## src/design/jch_pkg.sv

```systemverilog
// ----------------------------------------------------------------------------
// Jump consistent hash package
// Constants and types shared by the bucket selector.
// ----------------------------------------------------------------------------
package jch_pkg;

	localparam int unsigned KEY_W    = 64;
	localparam int unsigned COUNT_W  = 32;
	localparam int unsigned BUCKET_W = 31;
	localparam int unsigned DIV_W    = 32;
	localparam int unsigned STEP_W   = 6;

	localparam logic [KEY_W-1:0] LCG_MULT = 64'd2862933555777941757;
	localparam logic [31:0] LCG_MULT_LO = LCG_MULT[31:0];
	localparam logic [31:0] LCG_MULT_HI = LCG_MULT[63:32];

	localparam int unsigned JUMP_SHIFT = 31;
	localparam int unsigned KEY_SHIFT  = 33;

	localparam logic [STEP_W-1:0] LAST_STEP = '1;

	localparam logic [2:0] ADDR_BUCKET_COUNT = 3'd0;

	typedef enum logic [5:0] {
		ST_IDLE  = 6'b000001,
		ST_MUL0  = 6'b000010,
		ST_MUL1  = 6'b000100,
		ST_MUL2  = 6'b001000,
		ST_DIV   = 6'b010000,
		ST_CHECK = 6'b100000
	} state_t;

endpackage

```

## src/design/jump_consistent_hash_bucket.sv

```systemverilog
// Each round updates the 64-bit key through one shared 32x32 multiplier in the states
// ST_MUL0, ST_MUL1 and ST_MUL2, runs a one-bit-per-cycle restoring divider, and then
// compares in ST_CHECK, with about ln(bucket_count) + 1 rounds per item. One item is
// in work at a time and in_ready is low meanwhile, so a new item is taken only after
// the last result has been placed in the output register.
// Reset (arst_n low) sets bucket_count to 1 and empties the output register.
// ----------------------------------------------------------------------------
// Jump consistent hash bucket selector
// Maps a 64-bit key to a bucket index below the bucket count, or 0 for a count of 0.
// ----------------------------------------------------------------------------
module jump_consistent_hash_bucket (
	input  logic        clk,
	input  logic        arst_n,
	input  logic        psel,
	input  logic        penable,
	input  logic        pwrite,
	input  logic [2:0]  paddr,
	input  logic [31:0] pwdata,
	output logic [31:0] prdata,
	output logic        pready,
	input  logic        in_valid,
	output logic        in_ready,
	input  logic [63:0] key,
	output logic        out_valid,
	input  logic        out_ready,
	output logic [30:0] bucket
);

	jch_pkg::state_t state_q;

	logic [jch_pkg::COUNT_W-1:0]  count_q;
	logic [jch_pkg::KEY_W-1:0]    key_q;
	logic [jch_pkg::KEY_W-1:0]    acc_q;
	logic [jch_pkg::KEY_W-1:0]    num_q;
	logic [jch_pkg::DIV_W-1:0]    div_q;
	logic [jch_pkg::DIV_W-1:0]    rem_q;
	logic [jch_pkg::COUNT_W-1:0]  cand_q;
	logic [jch_pkg::STEP_W-1:0]   step_q;
	logic [jch_pkg::BUCKET_W-1:0] bucket_q;
	logic                         out_valid_q;

	logic [31:0]                mul_a;
	logic [31:0]                mul_b;
	logic [63:0]                prod;
	logic [63:0]                acc_sum;
	logic [63:0]                key_next;
	logic [32:0]                cand_inc;
	logic [32:0]                rem_sh;
	logic                       rem_ge;
	logic [32:0]                rem_diff;
	logic                       jump_ok;
	logic                       out_free;
	logic                       cfg_wr;

	assign pready   = 1'b1;
	assign cfg_wr   = psel && penable && pwrite && (paddr == jch_pkg::ADDR_BUCKET_COUNT);
	assign prdata   = (paddr == jch_pkg::ADDR_BUCKET_COUNT) ? count_q : 32'd0;

	assign in_ready  = (state_q == jch_pkg::ST_IDLE);
	assign out_valid = out_valid_q;
	assign bucket    = bucket_q;
	assign out_free  = !out_valid_q || out_ready;

	always_comb begin
		case (state_q)
			jch_pkg::ST_MUL0: begin
				mul_a = key_q[31:0];
				mul_b = jch_pkg::LCG_MULT_LO;
			end
			jch_pkg::ST_MUL1: begin
				mul_a = key_q[31:0];
				mul_b = jch_pkg::LCG_MULT_HI;
			end
			default: begin
				mul_a = key_q[63:32];
				mul_b = jch_pkg::LCG_MULT_LO;
			end
		endcase
	end

	assign prod     = {32'd0, mul_a} * {32'd0, mul_b};
	assign acc_sum  = acc_q + {prod[31:0], 32'd0};
	assign key_next = acc_sum + 64'd1;
	assign cand_inc = {1'b0, cand_q} + 33'd1;

	assign rem_sh   = {rem_q, num_q[63]};
	assign rem_ge   = (rem_sh >= {1'b0, div_q});
	assign rem_diff = rem_sh - {1'b0, div_q};

	assign jump_ok  = (num_q < {32'd0, count_q});

	always_ff @(posedge clk or negedge arst_n) begin
		if (!arst_n) begin
			count_q <= 32'd1;
		end else if (cfg_wr) begin
			count_q <= pwdata;
		end
	end

	always_ff @(posedge clk or negedge arst_n) begin
		if (!arst_n) begin
			out_valid_q <= 1'b0;
		end else if ((state_q == jch_pkg::ST_CHECK) && !jump_ok && out_free) begin
			out_valid_q <= 1'b1;
		end else if (out_ready) begin
			out_valid_q <= 1'b0;
		end
	end

	always_ff @(posedge clk or negedge arst_n) begin
		if (!arst_n) begin
			state_q     <= jch_pkg::ST_IDLE;
			step_q      <= '0;
		end else begin
			case (state_q)
				jch_pkg::ST_IDLE: begin
					if (in_valid) begin
						state_q <= jch_pkg::ST_MUL0;
					end
				end
				jch_pkg::ST_MUL0: begin
					state_q <= jch_pkg::ST_MUL1;
				end
				jch_pkg::ST_MUL1: begin
					state_q <= jch_pkg::ST_MUL2;
				end
				jch_pkg::ST_MUL2: begin
					step_q  <= '0;
					state_q <= jch_pkg::ST_DIV;
				end
				jch_pkg::ST_DIV: begin
					step_q <= step_q + 1'b1;
					if (step_q == jch_pkg::LAST_STEP) begin
						state_q <= jch_pkg::ST_CHECK;
					end
				end
				jch_pkg::ST_CHECK: begin
					if (jump_ok) begin
						state_q <= jch_pkg::ST_MUL0;
					end else if (out_free) begin
						state_q     <= jch_pkg::ST_IDLE;
					end
				end
				default: begin
					state_q <= jch_pkg::ST_IDLE;
				end
			endcase
		end
	end

	always_ff @(posedge clk) begin
		case (state_q)
			jch_pkg::ST_IDLE: begin
				if (in_valid) begin
					key_q  <= key;
					cand_q <= '0;
				end
			end
			jch_pkg::ST_MUL0: begin
				acc_q <= prod;
			end
			jch_pkg::ST_MUL1: begin
				acc_q <= acc_sum;
			end
			jch_pkg::ST_MUL2: begin
				key_q <= key_next;
				div_q <= {1'b0, key_next[63:jch_pkg::KEY_SHIFT]} + 32'd1;
				num_q <= {cand_inc, 31'd0};
				rem_q <= '0;
			end
			jch_pkg::ST_DIV: begin
				rem_q <= rem_ge ? rem_diff[31:0] : rem_sh[31:0];
				num_q <= {num_q[62:0], rem_ge};
			end
			jch_pkg::ST_CHECK: begin
				if (jump_ok) begin
					cand_q <= num_q[31:0];
				end else if (out_free) begin
					bucket_q <= cand_q[30:0];
				end
			end
			default: begin
			end
		endcase
	end

endmodule

```

## config.mk

```make
export PLATFORM = sky130hd
export DESIGN_NAME = jump_consistent_hash_bucket
export DESIGN_NICKNAME = d
export VERILOG_FILES = /design/src/design/jch_pkg.sv /design/src/design/jump_consistent_hash_bucket.sv
export SDC_FILE = /design/constraint.sdc
export NUM_CORES = 2
export LEC_CHECK = 0
export ABC_CLOCK_PERIOD_IN_PS = 45900
export BUFFER_PORTS_ARGS = -buffer_cell sky130_fd_sc_hd__buf_4
export CAP_MARGIN = 10
export CELL_PAD_IN_SITES_DETAIL_PLACEMENT = 0
export CELL_PAD_IN_SITES_GLOBAL_PLACEMENT = 1
export CORE_AREA = 2 2 342 344
export DETAILED_ROUTE_END_ITERATION = 10
export DIE_AREA = 0 0 344 346
export PLACE_DENSITY = 0.73
export SLEW_MARGIN = 25
export SYNTH_ARGS = -nofsm -noshare
export SYNTH_HDL_FRONTEND = slang
export SYNTH_SLANG_ARGS = --single-unit
```

## constraint.sdc

```tcl
create_clock -name clk -period 45.9 [get_ports clk]
set_clock_uncertainty 0.2 [all_clocks]
set_input_delay 2.295 -clock clk [delete_from_list [all_inputs] [get_ports clk]]
set_output_delay 2.295 -clock clk [all_outputs]
set_load 0.02 [all_outputs]
```

## Word-level counts from Yosys, hierarchy flattened

Cells that the tools add are included.

| operators by class | value |
|---|---|
| muxes and demuxes | 20 |
| $mul | 1 |
| $lt $le $gt $ge | 2 |
| equal/unequal tests | 11 |
| bitwise operators | 1 |
| $add $sub $neg | 6 |
| reduce and logical (&&, ||, !) cells | 19 |

Operator list:

| cell | count |
|---|---|
| $pmux 64 s2 | 3 |
| $mux 32 | 6 |
| $pmux 32 s2 | 2 |
| $add 64x1->64 const B | 1 |
| $add 64x64->64 | 1 |
| $lt 64x32->1 | 1 |
| $mul 32x32->64 | 1 |
| $mux 64 | 1 |
| $pmux 6 s6 | 1 |
| $add 32x1->33 const B | 1 |
| $ge 33x32->1 | 1 |
| $add 31x1->32 const B | 1 |
| $sub 32x32->32 | 1 |
| $mux 6 | 4 |
| $eq 6x6->1 const B | 2 |
| $pmux 6 s2 | 1 |
| $reduce_bool 2->1 | 5 |
| $reduce_and 3->1 | 3 |
| $add 6x1->6 const B | 1 |
| $eq 6x1->1 const B | 1 |
| $eq 6x2->1 const B | 1 |
| $eq 6x3->1 const B | 1 |
| $eq 6x4->1 const B | 1 |
| $eq 6x5->1 const B | 1 |
| 10 further kinds | 18 |

| word-level totals | value |
|---|---|
| bits of input ports | 106 |
| word-level logic and storage cells | 71 |
| bits in registers | 364 |

## Longest topological paths before layout

| depth | value |
|---|---|
| word-level depth | 7 |
| mapped depth | 46 |
| mapped depth without buffers | 45 |

## Worst setup path before layout

Ideal clock, no wire load.

| timing | value |
|---|---|
| kind | register -> register |
| start | register state_q[2] |
| end | register div_q[29] (netlist bit) (data pin) |
| stages on the path, launching flop included | 45 |
| setup slack | 30.684 ns |
| data arrival time | 14.750 ns |
| clock period less this slack | 15.216 ns |
| library setup time | 0.266 ns |
| required time | 45.434 ns |
| cell sequence | dfrtp_1 > nor2_1 > nand2_1 > nor3b_1 > or2_2 > clkbuf_1 > clkbuf_1 > buf_1 > mux2i_1 > nor2_1 > inv_1 > fa_1 > inv_1 > fa_1 > fa_1 > inv_1 > fa_1 > inv_1 > (+9 left out) > o21bai_1 > a21oi_1 > o21ai_0 > a31o_2 > xor2_1 > ha_1 > a2111oi_0 > o2bb2ai_1 > o21ai_0 > a41oi_1 > xnor2_1 > nand2b_1 > nor3b_1 > and3_1 > xnor2_1 > nor3_1 > nand4_1 > xnor2_1 |

| between the ends | value |
|---|---|
| longest elaborated chain between the ends | 7 |
| elaborated cells on any way between the ends | 9 |
| those cells by class | add/sub: 3; mul: 1; eq/ne: 2; mux: 2; reduce/logical: 1 |

RTL lines:

| element | line | text |
|---|---|---|
| start: declaration | jump_consistent_hash_bucket.sv:29 | `jch_pkg::state_t state_q;` |
| start signal: assignment | jump_consistent_hash_bucket.sv:112 | `state_q <= jch_pkg::ST_IDLE;` |
| start signal: assignment | jump_consistent_hash_bucket.sv:118 | `state_q <= jch_pkg::ST_MUL0;` |
| start signal: assignment | jump_consistent_hash_bucket.sv:122 | `state_q <= jch_pkg::ST_MUL1;` |
| $eq 6x3->1 or $eq 6x2->1 (tied branches) | jump_consistent_hash_bucket.sv:65 | `case (state_q)` |
| $reduce_or 2->1 (no line) | n/a |  |
| $mux 32 | jump_consistent_hash_bucket.sv:65 |  |
| $mul 32x32->64 * | jump_consistent_hash_bucket.sv:81 | `assign prod = {32'd0, mul_a} * {32'd0, mul_b};` |
| $add 64x64->64 * | jump_consistent_hash_bucket.sv:82 | `assign acc_sum = acc_q + {prod[31:0], 32'd0};` |
| $add 64x1->64 * | jump_consistent_hash_bucket.sv:83 | `assign key_next = acc_sum + 64'd1;` |
| $add 31x1->32 * | jump_consistent_hash_bucket.sv:167 | `div_q <= {1'b0, key_next[63:jch_pkg::KEY_SHIFT]} + 32'd1;` |
| end signal: assignment | jump_consistent_hash_bucket.sv:167 |  |
| end: declaration | jump_consistent_hash_bucket.sv:35 | `logic [jch_pkg::DIV_W-1:0] div_q;` |

Mark *: on every way between the ends. The rest lies on a longest branch, timed or not.
A chain may end at the register's enable or synchronous reset.

## Final worst setup path

| timing | value |
|---|---|
| start | register state_q[1] |
| end | register div_q[30] (netlist bit) (data pin) |

Same word-level chain as after synthesis.

==> summary.txt <==
Status
  – Outcome: finished, final reports clean

Clock tree
  – Sink Count: 364
  – Clock latency on the worst-skew pair: 0.60 ns
  – Worst-path clk slew: 0.07 ns
  – Num CTS Buffers: 40
  – CTS root buf: clkbuf_16
  – CTS tree: yes
  – Post-cts gate resize count: 0
  – Postcts setup bufs: 0
  – H-Tree Depth: 2
  – CTS Hold Bufs: 0
  – Clk buf depth: 3

Synthesis
  – Seq/Total Area, Yosys: 0.234
  – Synth async-reset ratio: 0.124
  – Post-synth EDFFs: 319
  – Synthesized area: 45,700 um^2
  – Most used DFF post-synth: edfxtp_1
  – Yosys top cell area share: 0.276
  – Synth top area cells: fa_1, edfxtp_1, ha_1
  – Post-synth top area cell: fa_1
  – Unique cell type count in the Yosys netlist: 103
  – Synthesized instance count: 4,566
  – Mean Syn Cell Area: 10.0 um^2
  – Seq cells post-synth: 364
  – Number of synthesis warnings: 0

Global routing
  – Largest net degree at the start of global routing: 92
  – Vias in the first global route: 33,821
  – Wire length of the first global-routing pass: 213 mm
  – GR Overflow Total: 0
  – Gr usage total: 0.240
  – Initial antenna violation count: 4

Floorplanning
  – Die ar.: 119,000 um^2
  – Die width: 344 um
  – Core area: 115,000 um^2
  – Site row count: 125
  – Chip Height: 346 um
  – Ports: 172
  – Initial Utilization: 0.396

Timing
  – RSZ-0062 raised after global routing: false
  – Max-slew headroom: 0.290
  – Final worst-path cycle share: 0.294
  – Period minus WS final: 13.48 ns
  – Final setup viols: 0
  – Setup TNS: 0 ns
  – Worst slew pin tran: 1.03 ns
  – Pins Over Slew Limit: 0
  – Peak Freq: 0.0742 GHz
  – Final hold viol count: 0

Finish
  – Fill cell count: 11,335
  – Multi-input logic area: 31,300 um^2
  – Non-filler instance count after layout: 6,318
  – Reg area: 10,700 um^2
  – Share of cells above drive strength 1: 0.0760
  – Area delta synth->final: 9.85%
  – Final net count: 5,980

Detailed routing
  – DRT Wirelength: 140 mm
  – Via density per instance: 5.19
  – Router iterations before antenna repair: 5
  – # DRC: 0
  – Routed Antenna Nets: 0
  – Via count: 32,784
  – WL per Instance: 22.2 um
  – Initial drt markers: 2,317

Worst setup path
  – Critical Path RT: 46.03 ns
  – Crit end category: flip-flop
  – CP max FO: 28
  – Max incr delay on CP: 0.83 ns
  – Crit path DAT: 13.61 ns
  – Type of origin of the critical path: flip-flop
  – Slowest cell on the critical path: mux2i_1
  – Critical path type: flip-flop to flip-flop
  – Most common cell on crit path: fa_1

Hold path
  – Worst Hold Class: flip-flop to flip-flop

Placement
  – Gpl congestion: 0.955
  – DPL Wire Length: 119 mm
  – Placed instance count: 6,243
  – Buffers on Ports: 170

Run
  – Max_cap viols: 0
-- layout by cell type, fill, tap and decap left out, drive strengths merged, types with 21 or more instances in the layout --
cell type  Yosys  routed
ha           482     482
mux2i         40      40
o21ai        203     203
nor3          49      49
nand3         85      85
and3          32      32
nor2b         26      26
or2           21      21
a21o          75      75
o21a          23      23
a21oi        161     161
nand4         56      56
conb           2      64
nand2        278     278
clkbuf        93      45
fa           631     631
clkinv         1      22
dfrtp         43      43
nand2b        25      25
nor2         296     296
edfxtp       319     319
xor2         103     103
inv          936     938
buf           18     202
nor4          22      22
xnor2        139     139
and2         158     158
-- cells in the mapped netlist (all sizes together) (8+ instances only) --
cell type	number
a21o	75
edfxtp	319
nand2	278
a2111oi	15
and4	12
o31ai	11
and2	158
nor3b	19
nor2	296
fa	631
xor2	103
o21bai	15
mux2i	40
a211oi	16
o211ai	12
or2	21
inv	936
a31oi	19
and3	32
a211o	9
buf	18
ha	482
or3	14
nor3	49
a21oi	161
o2111ai	8
xnor2	139
nand3	85
o21ai	203
dfrtp	43
nor2b	26
mux2	20
nor4	22
nand2b	25
clkbuf	93
nand4	56
o21a	23
-- area by class of cell --
cell class / instances / area share
antenna: 3 / 0.000149
clock buffer: 45 / 0.0203
timing repair buffer: 202 / 0.0302
clock inverter: 27 / 0.00426
tap: 1524 / 0.0380
inverter: 937 / 0.0701
sequential: 364 / 0.213
multi-input combinational: 3216 / 0.624
-- flip-flops by register name, summed over array words and instances (netlist names) --
name,flops
acc_q,64
bucket,31
cand_q,32
count_q,32
div_q,32
key_q,64
num_q,64
out_valid,1
rem_q,32
state_q,6
step_q,6
-- critical path, delay by kind of cell (launching register included) --
kind	cells	cell delay, ns
and+or+nand+nor	13	3.47
muxes	1	0.83
AOI/OAI and AO/OA	7	1.78
buffers and inverters	6	0.96
xor gates and xnor gates	4	1.23
adders and majority gates	10	4.27
DFF	1	0.42
-- per-layer routing --
layer  GRT usage  part of all wire  vias to the layer above
li1            -                 -                    15190
met1       0.335              0.44                    16473
met2       0.390              0.47                      969
met3      0.0368             0.061                      152
met4      0.0615             0.028                        0
met5           0                 0                        -
-- through the flow --
stage               cell area, um^2  hold WS, ns   util  setup slack [ns]
detailed placement            49000        0.287  0.424             32.62
global placement              49000        0.281  0.424             32.91
floorplan                     46000        0.254      -             30.68
CTS                           50200        0.304  0.435             32.53
global route                  50200        0.309  0.435             31.46
finish                        50200        0.305  0.435             32.42
-- worst paths after layout --
check,startpoint,endpoint,slack [ns],cells past startpoint
max in group asynchronous,arst_n,step_q[5],43.52,1
min reg2reg,cand_q[1],bucket[1],0.31,0
max reg2reg,state_q[1],div_q[30],32.42,41
min,cand_q[1],bucket[1],0.31,0
min in group asynchronous,arst_n,count_q[18],1.52,1
max,state_q[1],div_q[30],32.42,41
-- kinds of logic (layout without fill, tap and decap cells) --
| group | after synthesis | after routing | synth area share |
|---|---|---|---|
| flip-flops | 364 | 364 | 0.234 |
| multiplexers | 60 | 60 | 0.0137 |
| buffers and inverters | 1048 | 1211 | 0.0866 |
| XOR/XNOR | 242 | 242 | 0.0473 |
| AO/OA/AOI/OAI | 631 | 631 | 0.0885 |
| adder cells (fa/ha/maj) | 1113 | 1113 | 0.408 |
| AND/OR/NAND/NOR | 1106 | 1106 | 0.121 |
| other | 2 | 67 | 0.000164 |
Power is not shown: default switching activity piles up to over one toggle a cycle in this logic, so the estimate is an artifact.
